$ cat config.mk
export PLATFORM = sky130hd
export DESIGN_NAME = double_tree_inorder_rank_map_flat
export DESIGN_NICKNAME = d
export VERILOG_FILES = /design/src/hw/rtl/dtrm_pkg.sv /design/src/hw/rtl/dtrm_in_if.sv /design/src/hw/rtl/dtrm_out_if.sv /design/src/hw/rtl/dtrm_ctrl.sv /design/src/hw/rtl/dtrm_dpath.sv /design/src/hw/rtl/double_tree_inorder_rank_map.sv /design/src/flat_wrapper.sv
export SDC_FILE = /design/constraint.sdc
export NUM_CORES = 1
export LEC_CHECK = 0
export BUFFER_PORTS_ARGS = -buffer_cell sky130_fd_sc_hd__buf_4
export CAP_MARGIN = 40
export CORE_MARGIN = 8
export CORE_UTILIZATION = 45
export DETAILED_ROUTE_END_ITERATION = 10
export GPL_TIMING_DRIVEN = 1
export PLACE_DENSITY = 0.64
export SLEW_MARGIN = 5
export SYNTH_ARGS = -nofsm -noshare
export SYNTH_HDL_FRONTEND = slang
export SYNTH_SLANG_ARGS = --single-unit
$ cat constraint.sdc
create_clock -name clk -period 26.2 [get_ports clk]
set_input_delay 5.24 -clock clk [delete_from_list [all_inputs] [get_ports clk]]
set_output_delay 5.24 -clock clk [all_outputs]
set_load 0.05 [all_outputs]
$ cat src/hw/rtl/dtrm_pkg.sv
// Shared types, widths and a helper function for the double tree rank map.
package dtrm_pkg;

  // Fixed field widths.
  localparam int POS_W     = 10;
  localparam int PATH_W    = POS_W + 1;
  localparam int RANK_W    = 10;
  localparam int NC_W      = 11;
  localparam int ROOT_W    = 10;
  localparam int CFG_IDX_W = 2;
  localparam int CFG_W     = NC_W;

  // Configuration register indexes.
  localparam logic [CFG_IDX_W-1:0] REG_NODE_COUNT = 2'd0;
  localparam logic [CFG_IDX_W-1:0] REG_ROOT_A     = 2'd1;

  // Reset values of the configuration registers.
  localparam logic [NC_W-1:0]   NODE_COUNT_RST = 11'd8;
  localparam logic [ROOT_W-1:0] ROOT_A_RST     = 10'd0;

  // Remainder unit: one step per bit of root_a, then one step for tree B's root.
  localparam int MOD_STEPS = ROOT_W;
  localparam int MOD_CNT_W = $clog2(MOD_STEPS + 2);
  localparam logic [MOD_CNT_W-1:0] MOD_LAST_DIV = MOD_CNT_W'(MOD_STEPS);
  localparam logic [MOD_CNT_W-1:0] MOD_DONE     = MOD_CNT_W'(MOD_STEPS + 1);

  // Controller states.
  typedef enum logic [1:0] {
    ST_IDLE,
    ST_SETUP,
    ST_RUN,
    ST_DONE
  } dtrm_state_t;

  // Commands from the controller to the datapath.
  typedef struct packed {
    logic load;
    logic setup;
    logic step;
    logic finish;
  } dtrm_cmd_t;

  // Status from the datapath to the controller.
  typedef struct packed {
    logic walk_done;
    logic mod_done;
  } dtrm_sts_t;

  // Index of the highest set bit; zero for a zero input.
  function automatic logic [4:0] msb_idx(input logic [31:0] v);
    logic [4:0] r;
    r = '0;
    for (int i = 0; i < 32; i++) begin
      if (v[i]) begin
        r = 5'(i);
      end
    end
    return r;
  endfunction

endpackage

$ cat src/hw/rtl/dtrm_in_if.sv
// Request channel carrying one heap position.
interface dtrm_in_if;
  import dtrm_pkg::*;

  logic              valid;
  logic              ready;
  logic [POS_W-1:0]  position;

  modport source (output valid, output position, input ready);
  modport sink   (input valid, input position, output ready);
endinterface

$ cat src/hw/rtl/dtrm_out_if.sv
// Result channel carrying the ranks of one position in both trees.
interface dtrm_out_if;
  import dtrm_pkg::*;

  logic              valid;
  logic              ready;
  logic [RANK_W-1:0] rank_a;
  logic [RANK_W-1:0] rank_b;
  logic              in_range;
  logic              config_error;

  modport source (output valid, output rank_a, output rank_b, output in_range,
                  output config_error, input ready);
  modport sink   (input valid, input rank_a, input rank_b, input in_range,
                  input config_error, output ready);
endinterface

$ cat src/hw/rtl/dtrm_ctrl.sv
// Controller state machine that sequences one request through the datapath.
module dtrm_ctrl (
  input  logic                clk,
  input  logic                rst_n,
  input  logic                in_valid,
  output logic                in_ready,
  output logic                out_valid,
  input  logic                out_ready,
  output dtrm_pkg::dtrm_cmd_t cmd,
  input  dtrm_pkg::dtrm_sts_t sts
);
  import dtrm_pkg::*;

  dtrm_state_t state_r, state_nxt;
  logic        out_valid_r, out_valid_nxt;
  logic        in_acc;

  assign in_ready  = (state_r == ST_IDLE);
  assign out_valid = out_valid_r;
  assign in_acc    = in_valid && in_ready;

  // State and output-valid registers.
  always_ff @(posedge clk) begin
    if (!rst_n) begin
      state_r     <= ST_IDLE;
      out_valid_r <= 1'b0;
    end else begin
      state_r     <= state_nxt;
      out_valid_r <= out_valid_nxt;
    end
  end

  // Next state and commands.
  always_comb begin
    state_nxt     = state_r;
    out_valid_nxt = out_valid_r;
    cmd           = '0;
    if (out_valid_r && out_ready) begin
      out_valid_nxt = 1'b0;
    end
    unique case (state_r)
      ST_IDLE: begin
        if (in_acc) begin
          cmd.load  = 1'b1;
          state_nxt = ST_SETUP;
        end
      end
      ST_SETUP: begin
        cmd.setup = 1'b1;
        state_nxt = ST_RUN;
      end
      ST_RUN: begin
        cmd.step = 1'b1;
        if (sts.walk_done && sts.mod_done) begin
          state_nxt = ST_DONE;
        end
      end
      ST_DONE: begin
        // The result register is free once its previous result is taken.
        if (!out_valid_r || out_ready) begin
          cmd.finish    = 1'b1;
          out_valid_nxt = 1'b1;
          state_nxt     = ST_IDLE;
        end
      end
      default: begin
        state_nxt = ST_IDLE;
      end
    endcase
  end

  // The walk phase is left only when both units have finished.
  a_run_holds: assert property (@(posedge clk) disable iff (!rst_n)
    (state_r == ST_RUN) && !(sts.walk_done && sts.mod_done) |=> (state_r == ST_RUN))
    else $error("left the walk phase before both units finished");

  // A finished result is always presented in the following cycle.
  a_finish_valid: assert property (@(posedge clk) disable iff (!rst_n)
    cmd.finish |=> out_valid_r)
    else $error("result loaded but not presented");

  // A pending result is never overwritten.
  a_no_overwrite: assert property (@(posedge clk) disable iff (!rst_n)
    cmd.finish |-> !out_valid_r || out_ready)
    else $error("result register overwritten while held");

endmodule

$ cat src/hw/rtl/dtrm_dpath.sv
// Datapath: configuration registers, in-order walk, remainder unit, result registers.
module dtrm_dpath #(
  parameter int MAX_NODES = 1024
) (
  input  logic                          clk,
  input  logic                          rst_n,
  input  logic                          cfg_we,
  input  logic [dtrm_pkg::CFG_IDX_W-1:0] cfg_idx,
  input  logic [dtrm_pkg::CFG_W-1:0]     cfg_data,
  input  logic [dtrm_pkg::POS_W-1:0]     position,
  input  dtrm_pkg::dtrm_cmd_t           cmd,
  output dtrm_pkg::dtrm_sts_t           sts,
  output logic [dtrm_pkg::RANK_W-1:0]    rank_a,
  output logic [dtrm_pkg::RANK_W-1:0]    rank_b,
  output logic                          in_range,
  output logic                          config_error
);
  import dtrm_pkg::*;

  localparam int NW = $clog2(MAX_NODES + 1);
  localparam int WW = NW + 1;
  localparam int CW = (NW > NC_W) ? NW : NC_W;

  // Configuration registers.
  logic [NC_W-1:0]   node_count_r;
  logic [ROOT_W-1:0] root_a_r;

  // Per-request registers.
  logic [POS_W-1:0]     pos_r;
  logic [NW-1:0]        n_r;
  logic [ROOT_W-1:0]    root_r;
  logic                 inr_r;
  logic                 err_r;

  // Walk registers.
  logic [PATH_W-1:0]    path_r;
  logic [PATH_W-1:0]    bitsel_r;
  logic [WW-1:0]        base_r;
  logic [WW-1:0]        step_r;
  logic [WW-1:0]        idx_r;
  logic                 walk_done_r;

  // Remainder unit registers.
  logic [ROOT_W-1:0]    div_r;
  logic [NW-1:0]        rem_r;
  logic [NW-1:0]        rootb_r;
  logic [MOD_CNT_W-1:0] mcnt_r;

  // Result registers.
  logic [RANK_W-1:0]    rank_a_r;
  logic [RANK_W-1:0]    rank_b_r;
  logic                 in_range_r;
  logic                 config_error_r;

  logic [CW-1:0]     nc_ext;
  logic [CW-1:0]     max_ext;
  logic [NW-1:0]     n_eff;
  logic [PATH_W-1:0] path_c;
  logic [WW-1:0]     n_plus;
  logic [WW-1:0]     last_cnt;
  logic [WW-1:0]     left_size;
  logic              go_right;
  logic [WW-1:0]     trial;
  logic [WW-1:0]     n_w;
  logic [WW-1:0]     sum_b;
  logic [WW-1:0]     sum_ra;
  logic [WW-1:0]     sum_rb;
  logic [WW-1:0]     ra;
  logic [WW-1:0]     rb;

  assign sts.walk_done = walk_done_r;
  assign sts.mod_done  = (mcnt_r == MOD_DONE);
  assign rank_a        = rank_a_r;
  assign rank_b        = rank_b_r;
  assign in_range      = in_range_r;
  assign config_error  = config_error_r;

  // Configuration writes; indexes beyond the list are ignored.
  always_ff @(posedge clk) begin
    if (!rst_n) begin
      node_count_r <= NODE_COUNT_RST;
      root_a_r     <= ROOT_A_RST;
    end else if (cfg_we) begin
      case (cfg_idx)
        REG_NODE_COUNT: node_count_r <= cfg_data;
        REG_ROOT_A:     root_a_r     <= cfg_data[ROOT_W-1:0];
        default: ;
      endcase
    end
  end

  // Node count saturated to the largest supported tree.
  always_comb begin
    nc_ext  = CW'(node_count_r);
    max_ext = CW'(MAX_NODES);
    n_eff   = (nc_ext > max_ext) ? NW'(max_ext) : NW'(nc_ext);
  end

  // Size of the current node's left subtree: full levels plus its share of the last level.
  always_comb begin
    path_c = PATH_W'(pos_r) + PATH_W'(1);
    n_plus = WW'(n_r) + WW'(1);
    last_cnt = (n_plus > base_r) ? (n_plus - base_r) : '0;
    if (last_cnt > step_r) begin
      last_cnt = step_r;
    end
    left_size = (step_r == '0) ? '0 : (step_r - WW'(1) + last_cnt);
    go_right  = |(path_r & bitsel_r);
  end

  // Remainder step and result arithmetic.
  always_comb begin
    n_w    = WW'(n_r);
    trial  = {rem_r, div_r[ROOT_W-1]};
    sum_b  = WW'(rem_r) + WW'(n_r >> 1);
    sum_ra = idx_r + WW'(rem_r);
    sum_rb = idx_r + WW'(rootb_r);
    ra     = (sum_ra >= n_w) ? (sum_ra - n_w) : sum_ra;
    rb     = (sum_rb >= n_w) ? (sum_rb - n_w) : sum_rb;
  end

  // Request capture and setup of both units.
  always_ff @(posedge clk) begin
    if (cmd.load) begin
      pos_r  <= position;
      n_r    <= n_eff;
      root_r <= root_a_r;
    end
    if (cmd.setup) begin
      inr_r    <= (n_r != '0) && (32'(pos_r) < 32'(n_r));
      err_r    <= (32'(root_r) >= 32'(n_r));
      path_r   <= path_c;
      bitsel_r <= (PATH_W'(1) << msb_idx(32'(path_c))) >> 1;
      base_r   <= WW'(1) << msb_idx(32'(n_r));
      step_r   <= (WW'(1) << msb_idx(32'(n_r))) >> 1;
      idx_r    <= '0;
      div_r    <= root_r;
      rem_r    <= '0;
    end else if (cmd.step) begin
      // One tree level per cycle, from the root down to the position.
      if (bitsel_r != '0) begin
        if (go_right) begin
          idx_r  <= idx_r + left_size + WW'(1);
          base_r <= base_r + step_r;
        end
        step_r   <= step_r >> 1;
        bitsel_r <= bitsel_r >> 1;
      end else if (!walk_done_r) begin
        idx_r <= idx_r + left_size;
      end
      // Restoring remainder of root_a by the node count, one bit per cycle.
      if (mcnt_r < MOD_LAST_DIV) begin
        rem_r <= (trial >= n_w) ? NW'(trial - n_w) : NW'(trial);
        div_r <= div_r << 1;
      end else if (mcnt_r == MOD_LAST_DIV) begin
        rootb_r <= (sum_b >= n_w) ? NW'(sum_b - n_w) : NW'(sum_b);
      end
    end
  end

  // Control flags of the two units; a new request clears them as soon as it is taken.
  always_ff @(posedge clk) begin
    if (!rst_n) begin
      walk_done_r <= 1'b0;
      mcnt_r      <= '0;
    end else if (cmd.load || cmd.setup) begin
      walk_done_r <= 1'b0;
      mcnt_r      <= '0;
    end else if (cmd.step) begin
      if (bitsel_r == '0) begin
        walk_done_r <= 1'b1;
      end
      if (mcnt_r != MOD_DONE) begin
        mcnt_r <= mcnt_r + MOD_CNT_W'(1);
      end
    end
  end

  // Result registers; ranks read as zero for a position outside the tree.
  always_ff @(posedge clk) begin
    if (cmd.finish) begin
      rank_a_r       <= inr_r ? RANK_W'(ra) : '0;
      rank_b_r       <= inr_r ? RANK_W'(rb) : '0;
      in_range_r     <= inr_r;
      config_error_r <= err_r;
    end
  end

  // The remainders stay below the node count once the unit is done.
  a_rem_bound: assert property (@(posedge clk) disable iff (!rst_n)
    sts.mod_done |-> (rem_r < n_r) || (n_r == '0))
    else $error("root_a remainder not reduced below node count");

  a_rootb_bound: assert property (@(posedge clk) disable iff (!rst_n)
    sts.mod_done |-> (rootb_r < n_r) || (n_r == '0))
    else $error("tree B root not reduced below node count");

  // Setup restarts both units.
  a_setup_clears: assert property (@(posedge clk) disable iff (!rst_n)
    cmd.setup |=> !sts.walk_done && !sts.mod_done)
    else $error("units not restarted by setup");

endmodule

$ cat src/hw/rtl/double_tree_inorder_rank_map.sv
// Top level of the double binary tree in-order rank map.
//
// One request on in_ch carries a heap position (root 0, children 2p+1 and
// 2p+2). The result on out_ch gives the rank held at that position in tree A
// and in tree B, where ranks follow each tree's in-order walk, tree A is
// offset by root_a and tree B by root_a plus half the node count.
// in_range is low and both ranks are zero for a position at or beyond the
// node count; config_error is high when root_a is not below the node count.
// Both channels use valid/ready; a request moves when both are high.
// cfg_we writes cfg_data into register cfg_idx (0 node_count, 1 root_a);
// other indexes are ignored. Write only while no request is in flight.
// The result is loaded once the remainder of root_a, taken one bit per step
// over its 10 bits plus one step for tree B's root, and the level walk,
// which runs beside it from the root down to the position, have both finished.
// One request is worked on at a time; the next is taken in the cycle after
// the result is loaded.
// If the receiver stalls, the result waits in the output register while the
// next request is worked on; that one then waits until the register frees.
// Reset returns node_count to 8, root_a to 0 and empties the block.
module double_tree_inorder_rank_map #(
  parameter int MAX_NODES = 1024
) (
  input  logic                           clk,
  input  logic                           rst_n,
  dtrm_in_if.sink                        in_ch,
  dtrm_out_if.source                     out_ch,
  input  logic                           cfg_we,
  input  logic [dtrm_pkg::CFG_IDX_W-1:0] cfg_idx,
  input  logic [dtrm_pkg::CFG_W-1:0]     cfg_data
);
  import dtrm_pkg::*;

  dtrm_cmd_t cmd;
  dtrm_sts_t sts;

  // Sequencing.
  dtrm_ctrl u_ctrl (
    .clk       (clk),
    .rst_n     (rst_n),
    .in_valid  (in_ch.valid),
    .in_ready  (in_ch.ready),
    .out_valid (out_ch.valid),
    .out_ready (out_ch.ready),
    .cmd       (cmd),
    .sts       (sts)
  );

  // Arithmetic and storage.
  dtrm_dpath #(
    .MAX_NODES (MAX_NODES)
  ) u_dpath (
    .clk          (clk),
    .rst_n        (rst_n),
    .cfg_we       (cfg_we),
    .cfg_idx      (cfg_idx),
    .cfg_data     (cfg_data),
    .position     (in_ch.position),
    .cmd          (cmd),
    .sts          (sts),
    .rank_a       (out_ch.rank_a),
    .rank_b       (out_ch.rank_b),
    .in_range     (out_ch.in_range),
    .config_error (out_ch.config_error)
  );

endmodule
$ cat src/flat_wrapper.sv
// flat-port wrapper written by rule: the top's interface ports become plain ports
module double_tree_inorder_rank_map_flat import dtrm_pkg::*;
#(
  parameter int MAX_NODES = 1024
)
  (clk, rst_n, cfg_we, cfg_idx, cfg_data, in_ch_valid, in_ch_position, in_ch_ready, out_ch_valid, out_ch_rank_a, out_ch_rank_b, out_ch_in_range, out_ch_config_error, out_ch_ready);
  dtrm_in_if in_ch_i ();
  dtrm_out_if out_ch_i ();
  input  logic clk;
  input  logic rst_n;
  input  logic cfg_we;
  input  logic [dtrm_pkg::CFG_IDX_W-1:0] cfg_idx;
  input  logic [dtrm_pkg::CFG_W-1:0] cfg_data;
  input wire logic [$bits(in_ch_i.valid)-1:0] in_ch_valid;
  input wire logic [$bits(in_ch_i.position)-1:0] in_ch_position;
  output wire logic [$bits(in_ch_i.ready)-1:0] in_ch_ready;
  output wire logic [$bits(out_ch_i.valid)-1:0] out_ch_valid;
  output wire logic [$bits(out_ch_i.rank_a)-1:0] out_ch_rank_a;
  output wire logic [$bits(out_ch_i.rank_b)-1:0] out_ch_rank_b;
  output wire logic [$bits(out_ch_i.in_range)-1:0] out_ch_in_range;
  output wire logic [$bits(out_ch_i.config_error)-1:0] out_ch_config_error;
  input wire logic [$bits(out_ch_i.ready)-1:0] out_ch_ready;
  assign in_ch_i.valid = in_ch_valid;
  assign in_ch_i.position = in_ch_position;
  assign in_ch_ready = in_ch_i.ready;
  assign out_ch_valid = out_ch_i.valid;
  assign out_ch_rank_a = out_ch_i.rank_a;
  assign out_ch_rank_b = out_ch_i.rank_b;
  assign out_ch_in_range = out_ch_i.in_range;
  assign out_ch_config_error = out_ch_i.config_error;
  assign out_ch_i.ready = out_ch_ready;
  double_tree_inorder_rank_map #(.MAX_NODES(MAX_NODES)) u_core (.clk(clk), .rst_n(rst_n), .in_ch(in_ch_i), .out_ch(out_ch_i), .cfg_we(cfg_we), .cfg_idx(cfg_idx), .cfg_data(cfg_data));
endmodule
======== Yosys cells after proc, flatten, opt, wreduce, memory -nomap -nowiden ========
Index checks and enable logic that the tools add are counted.
cells by class
  add/sub/neg operators ................... 16
  multiply operators ...................... 0
  divide/modulo/power cells ............... 0
  $lt $le $gt $ge ......................... 10
  eq/ne operators ......................... 12
  shift operators ......................... 2
  mux-type cells .......................... 58
  bitwise logic cells ..................... 4
  reductions and logical operators ........ 30
operators by type and width
  kind                                                                   count
  12-bit 2-to-1 mux                                                      10
  5-bit 2-to-1 mux                                                       20
  10-bit 2-to-1 mux                                                      8
  11-bit 2-to-1 mux                                                      5
  12-bit by 11-bit greater-or-equal comparator with 1-bit output         4
  12-bit by 11-bit adder with 12-bit output                              3
  12-bit adder                                                           2
  11-bit nonzero test                                                    2
  11-bit subtractor                                                      2
  10-bit subtractor                                                      2
  2-bit AND reduction                                                    7
  11-bit by 1-bit adder with 12-bit output (second input constant)       1
  11-bit by 10-bit adder with 12-bit output                              1
  12-bit by 1-bit adder with 12-bit output (second input constant)       1
  12-bit by 11-bit greater-than comparator with 1-bit output             1
  12-bit greater-than comparator                                         1
  12-bit zero test                                                       1
  1-bit by 5-bit left shift with 12-bit output (first input constant)    1
  11-bit by 1-bit subtractor with 12-bit output (second input constant)  1
  12-bit subtractor                                                      1
  10-bit by 1-bit adder with 11-bit output (second input constant)       1
  11-bit by 10-bit bitwise AND with 11-bit output                        1
  10-bit by 11-bit greater-or-equal comparator with 1-bit output         1
  11-bit greater-than comparator (second input constant)                 1
  other kinds (24)                                                       54
word-level totals
  bits in registers ....................... 172
  latch bits .............................. 0
  bits in writable memories ............... 0
  ROM bits ................................ 0
  output and inout port bits .............. 24
  logic and storage cells ................. 155
  memories ................................ 0

======== Longest topological paths before layout ========
  depth after elaboration ................. 14
  mapped depth ............................ 47
  depth with buffers taken out ............ 45

======== Hierarchy ========
A second synthesis with hierarchy kept.
second synthesis, totals
  cells, all modules ...................... 1448
  area, all modules ....................... 13649.3 um^2
by module, submodules not included
  module      times used  cells each  area an instance (um^2)
  dtrm_dpath  1           1426        13436.6
  dtrm_ctrl   1           22          212.7

======== Worst setup path after synthesis ========
Ideal clock, no wire load.
  path type ............................... reg2reg
  start ................................... register u_core.u_dpath.n_r[0]
  end ..................................... register u_core.u_dpath.idx_r[11]
  setup time .............................. 0.123 ns
  arrival time ............................ 8.513 ns
  required time ........................... 26.077 ns
  path slack .............................. 17.564 ns
  stages on the path, launching flop included .. 46
  clock period less this slack ............ 8.636 ns
  cell sequence ........................... edfxtp_1 ha_1 nand2_1 or2_2 xnor2_1 ha_1 or2_2 a21oi_1 a21oi_1 a221oi_1 a21o_1 clkbuf_1 nor2_1 ha_1 nor2b_1 o21a_1 o21a_1 o21a_1 [... 10 more ...] a21oi_1 o21bai_1 a21oi_1 o21bai_1 a21oi_1 o21ai_0 xnor2_1 nor2_1 ha_1 nor3b_1 a21oi_1 nand2_1 a211oi_1 and4bb_1 and3_1 or3_1 a21oi_1 mux2_1
between the ends
  cells in the longest elaborated chain, start to end .. 11
  elaborated cells between the ends (all ways) .. 13
  those cells by class .................... add/sub (5); order compare (2); mux (6)
RTL lines
  element                                                              line                                  text
  start, declared                                                      dtrm_dpath.sv:30                      logic [NW-1:0] n_r;
  start signal, assigned                                               dtrm_dpath.sv:126                     n_r <= n_eff;
  11-bit by 1-bit adder with 12-bit output (*)                         dtrm_dpath.sv:102                     n_plus = WW'(n_r) + WW'(1);
  12-bit subtractor or 12-bit greater-than comparator (tied branches)  dtrm_dpath.sv:103                     last_cnt = (n_plus > base_r) ? (n_plus - base_r) : '0;
  12-bit 2-to-1 mux (*)                                                dtrm_dpath.sv:103
  12-bit by 11-bit greater-than comparator with 1-bit output           dtrm_dpath.sv:104                     if (last_cnt > step_r) begin
  12-bit 2-to-1 mux (*)                                                dtrm_dpath.sv:104
  12-bit adder (*)                                                     dtrm_dpath.sv:107                     left_size = (step_r == '0) ? '0 : (step_r - WW'(1) + last_cnt);
  12-bit 2-to-1 mux (*)                                                dtrm_dpath.sv:107
  12-bit adder (*)                                                     dtrm_dpath.sv:143, dtrm_dpath.sv:149
  12-bit by 1-bit adder with 12-bit output                             dtrm_dpath.sv:143                     idx_r <= idx_r + left_size + WW'(1);
  12-bit 2-to-1 mux                                                    dtrm_dpath.sv:142                     if (go_right) begin
  12-bit 2-to-1 mux (*)                                                dtrm_dpath.sv:141                     if (bitsel_r != '0) begin
  end signal, assigned                                                 dtrm_dpath.sv:143
  end signal, assigned                                                 dtrm_dpath.sv:149                     idx_r <= idx_r + left_size;
  end, declared                                                        dtrm_dpath.sv:40                      logic [WW-1:0] idx_r;
Every way passes the cells marked *; elsewhere a longest branch is shown, timed or not. The select of a mux whose other input is x is not followed.
A chain may end at the register's enable or synchronous reset.

======== Final worst setup path ========
  start ................................... register u_core.u_dpath.n_r[1]
  end ..................................... register u_core.u_dpath.idx_r[11]
The elaborated chain is that of the path after synthesis.

==> impl.org <==
** STA
- For the pin with the worst max-slew slack, the measured transition is 895 ps.
- Fin. max-slew vios :: 0
- After routing, the total negative slack on setup checks comes to 0 ps.
- Setup repair after global routing left no endpoint under its margin.
- Count of final setup violators :: 0
- Derived from the worst setup path, the maximum achievable clock frequency is 104 MHz.
- Worst slew margin :: 40.4%
- Total count of hold-check failures in the final report :: 0
- Across the routed clock network, the largest skew measured is 14.3 ps.
- Final critical path time including I/O delays and setup :: 9600 ps
- The final critical path takes up 36.6% of the cycle.

** Final layout
- Ant diodes :: 0
- Once layout is complete, the utilization of the core stands at 50.9%.
- For this run, the post-layout net count is 1697.
- In the final layout, the share of cells above drive strength 1 is 8.93%.
- Most common cell after layout, fill and taps aside :: sky130_fd_sc_hd__ha_1
- In the layout the commonest cells are sky130_fd_sc_hd__ha_1, sky130_fd_sc_hd__inv_1, sky130_fd_sc_hd__edfxtp_1.
- Synth-to-Final Area Change :: 10.9%
- Post-Layout Inst Area :: 15100 µm²
- Filler-free cell count of the finished design :: 1891

** Setup path
- Together, buffers and inverters on the worst path number 4.
- The critical path in this run is classified as reg2reg.
- CP most frequent cell :: sky130_fd_sc_hd__a21oi_1
- Worst Setup Start Kind :: flop
- Delay of the slowest cell on the worst path :: 520 ps
- The startpoint identified for the worst register-to-register timing path is u_core.u_dpath.n_r[1]$_SDFFCE_PN0P_.
- Tracing the worst setup path back leads to its startpoint at u_core.u_dpath.n_r[1]$_SDFFCE_PN0P_.
- Data on the critical path arrives at its endpoint at 9920 ps.
- In this run the worst path has a maximum fanout of 12.
- Grouping stages by cell kind, the critical path spends the most delay in compound AO/OA/AOI/OAI gates.
- STA puts the critical path data required time at 26520 ps.
- The largest individual stage delay along the critical path comes from the cell sky130_fd_sc_hd__inv_1.
- STA classifies the critical path endpoint as a flop.

** Clocking
- The number of hold buffers added after CTS was 0.
- Clock-pin slew was measured on the worst setup and hold paths at 90 ps.
- CTS Root Buffer Type :: sky130_fd_sc_hd__clkbuf_16
- Buffers inserted during clock tree synthesis total 17.
- TritonCTS built the clock tree.
- Clock tree buffer depth :: 2
- For the worst-skew pair, the clock arrives at the later sink with an insertion delay of 440 ps.
- Setup Fix Bufs, Post-CTS :: 0
- Clock tree sinks :: 171
- The clock tree synthesis step divided the H-tree into 4 levels.
- CTS-repair resized insts :: 0

** Floorplanning
- Effective utilization at floorplan :: 45.9%
- The floorplan step set the die width to 190 µm.
- Num rows :: 63
- The die covers 36100 µm².
- I/O pin total :: 52
- The core region is 29700 µm².
- The die is 190 µm tall.

** Routing
- The pre-antenna-repair detailed-routing pass consisted of 5 iterations.
- Initial drt markers :: 779
- Total Wirelength :: 33800 µm
- In the final routed layout, each cell accounts on average for 17.9 µm.
- DRC viols :: 0
- Using the TritonRoute via totals, the vias-per-cell ratio works out to 5.69.
- The detail route stage leaves a number of antenna-violating nets equal to 0.
- The routed layout has 10800 vias.

** Placement
- The count of buffers added on input and output ports is 51.
- Cell Count Post-Placement :: 1859
- Half-perimeter wire length after detailed placement :: 25900 µm
- Routability-driven placement finished with a final weighted congestion of 0.890.
- In this run the cell area measured after placement is 14500 µm².

** Synthesis
- The number of nets handed over by synthesis was 1650.
- Synthesis produced 1441 cells.
- Yosys top cell by area :: sky130_fd_sc_hd__edfxtp_1
- Counting flops and latches in the post-synthesis netlist gives 171.
- Yosys top cell area share :: 26.2%
- The cell area that synthesis handed to floorplanning was 13600 µm².
- Top flip-flop cell by instance count after synthesis :: sky130_fd_sc_hd__edfxtp_1
- Seq/Total Area, Yosys :: 33.9%
- For this run, the number of Yosys warnings is 0.
- Synth top area cells :: sky130_fd_sc_hd__edfxtp_1, sky130_fd_sc_hd__ha_1, sky130_fd_sc_hd__dfxtp_1
- After synthesis, the share of flip-flops with an asynchronous set or reset is 0%.
- The synthesized netlist contains 74 unique library cells.
- Synthesized area per cell :: 9.46 µm²
- Number of enable-type register cells in the synthesized netlist :: 119

** Global routing
- Total routing resource utilization after global routing :: 18.9%
- Met2 capacity usage during global routing :: 31.3%
- Entering global routing, the biggest net connects 62 pins.
- After global routing the overflow that remains totals 0.
- Global-route met1 utilization :: 25.4%
- Met3 track utilization from global routing :: 3.20%
- GR peak layer :: met2
- The via count of the first global-routing pass is 10500.
- Wire length of the first global-routing pass :: 55000 µm
- Number of antenna violations at the first check in global routing :: 0

** Hold path
- Hold Crit Class :: reg2reg
- The worst hold path begins at u_core.u_dpath.err_r$_DFFE_PP_.

** Run status
- The run finished with clean final reports.

** Flow run
- Number of max-capacitance violations reported :: 0
[layout make-up]
class	count	area, µm²
clock buffers	17	425
clock inverters	15	206
fillers	2723	14600
inverters	122	458
multi-input cells	1113	8450
flip-flops and latches	171	4610
well taps	390	488
repair buffers	63	479
[sequential cells by signal (all words and copies together) (netlist names), 11 cells and up]
signal / count
u_core.u_dpath.step_r: 11
u_core.u_dpath.base_r: 12
u_core.u_dpath.nc_ext: 11
u_core.u_dpath.rootb_r: 11
u_core.u_dpath.n_r: 11
u_core.u_dpath.rem_r: 11
u_core.u_dpath.idx_r: 12
[cell families (layout without fill, tap and decap cells)]
kind of cell    after synthesis  count (layout)  share of synthesized area, %
compound gates              345             345                          17.1
xor+xnor                    105             105                          6.80
fa+ha+maj                   181             181                          17.2
buf+inv                     157             217                          4.40
flops                       171             171                          33.9
mux                          63              63                          4.75
other cells                   1               1                        0.0275
simple gates                418             418                          15.8
[Yosys cell counts (all sizes together) (33+ instances only)]
cell type and instances:
o21ai 72, dfxtp 52, a21oi 73, nand2 66, nor3 33, a21o 47, xnor2 73, ha 170
nor2 113, edfxtp 119, inv 122, mux2i 50, nor2b 68
[worst paths after layout]
check	end	slack, ps	depth (start not counted)
worst max-delay path	u_core.u_dpath.idx_r[11]$_SDFFE_PP0P_	16600	45
worst min-delay path	u_core.u_dpath.config_error$_DFFE_PP_	430	0
worst max register to register	u_core.u_dpath.idx_r[11]$_SDFFE_PP0P_	16600	45
worst min register to register	u_core.u_dpath.config_error$_DFFE_PP_	430	0
[routing by layer]
metal	routed length [µm]	vias to the layer above
met2	15600	263
met3	1760	31
met4	420	0
met1	16000	5126
li1	-	5343
met5	0	-
[through the flow]
step | worst slack, ps | hold WS [ps]
2_1_floorplan | 17560 | 400
3_3_place_gp | 16830 | 400
3_5_place_dp | 16670 | 413
4_1_cts | 16620 | 435
5_1_grt | 15520 | 445
6_report | 16600 | 430
Power is left out: the tool's default activity adds up to more than one toggle a clock period on the data nets, which glitch-free logic cannot reach.
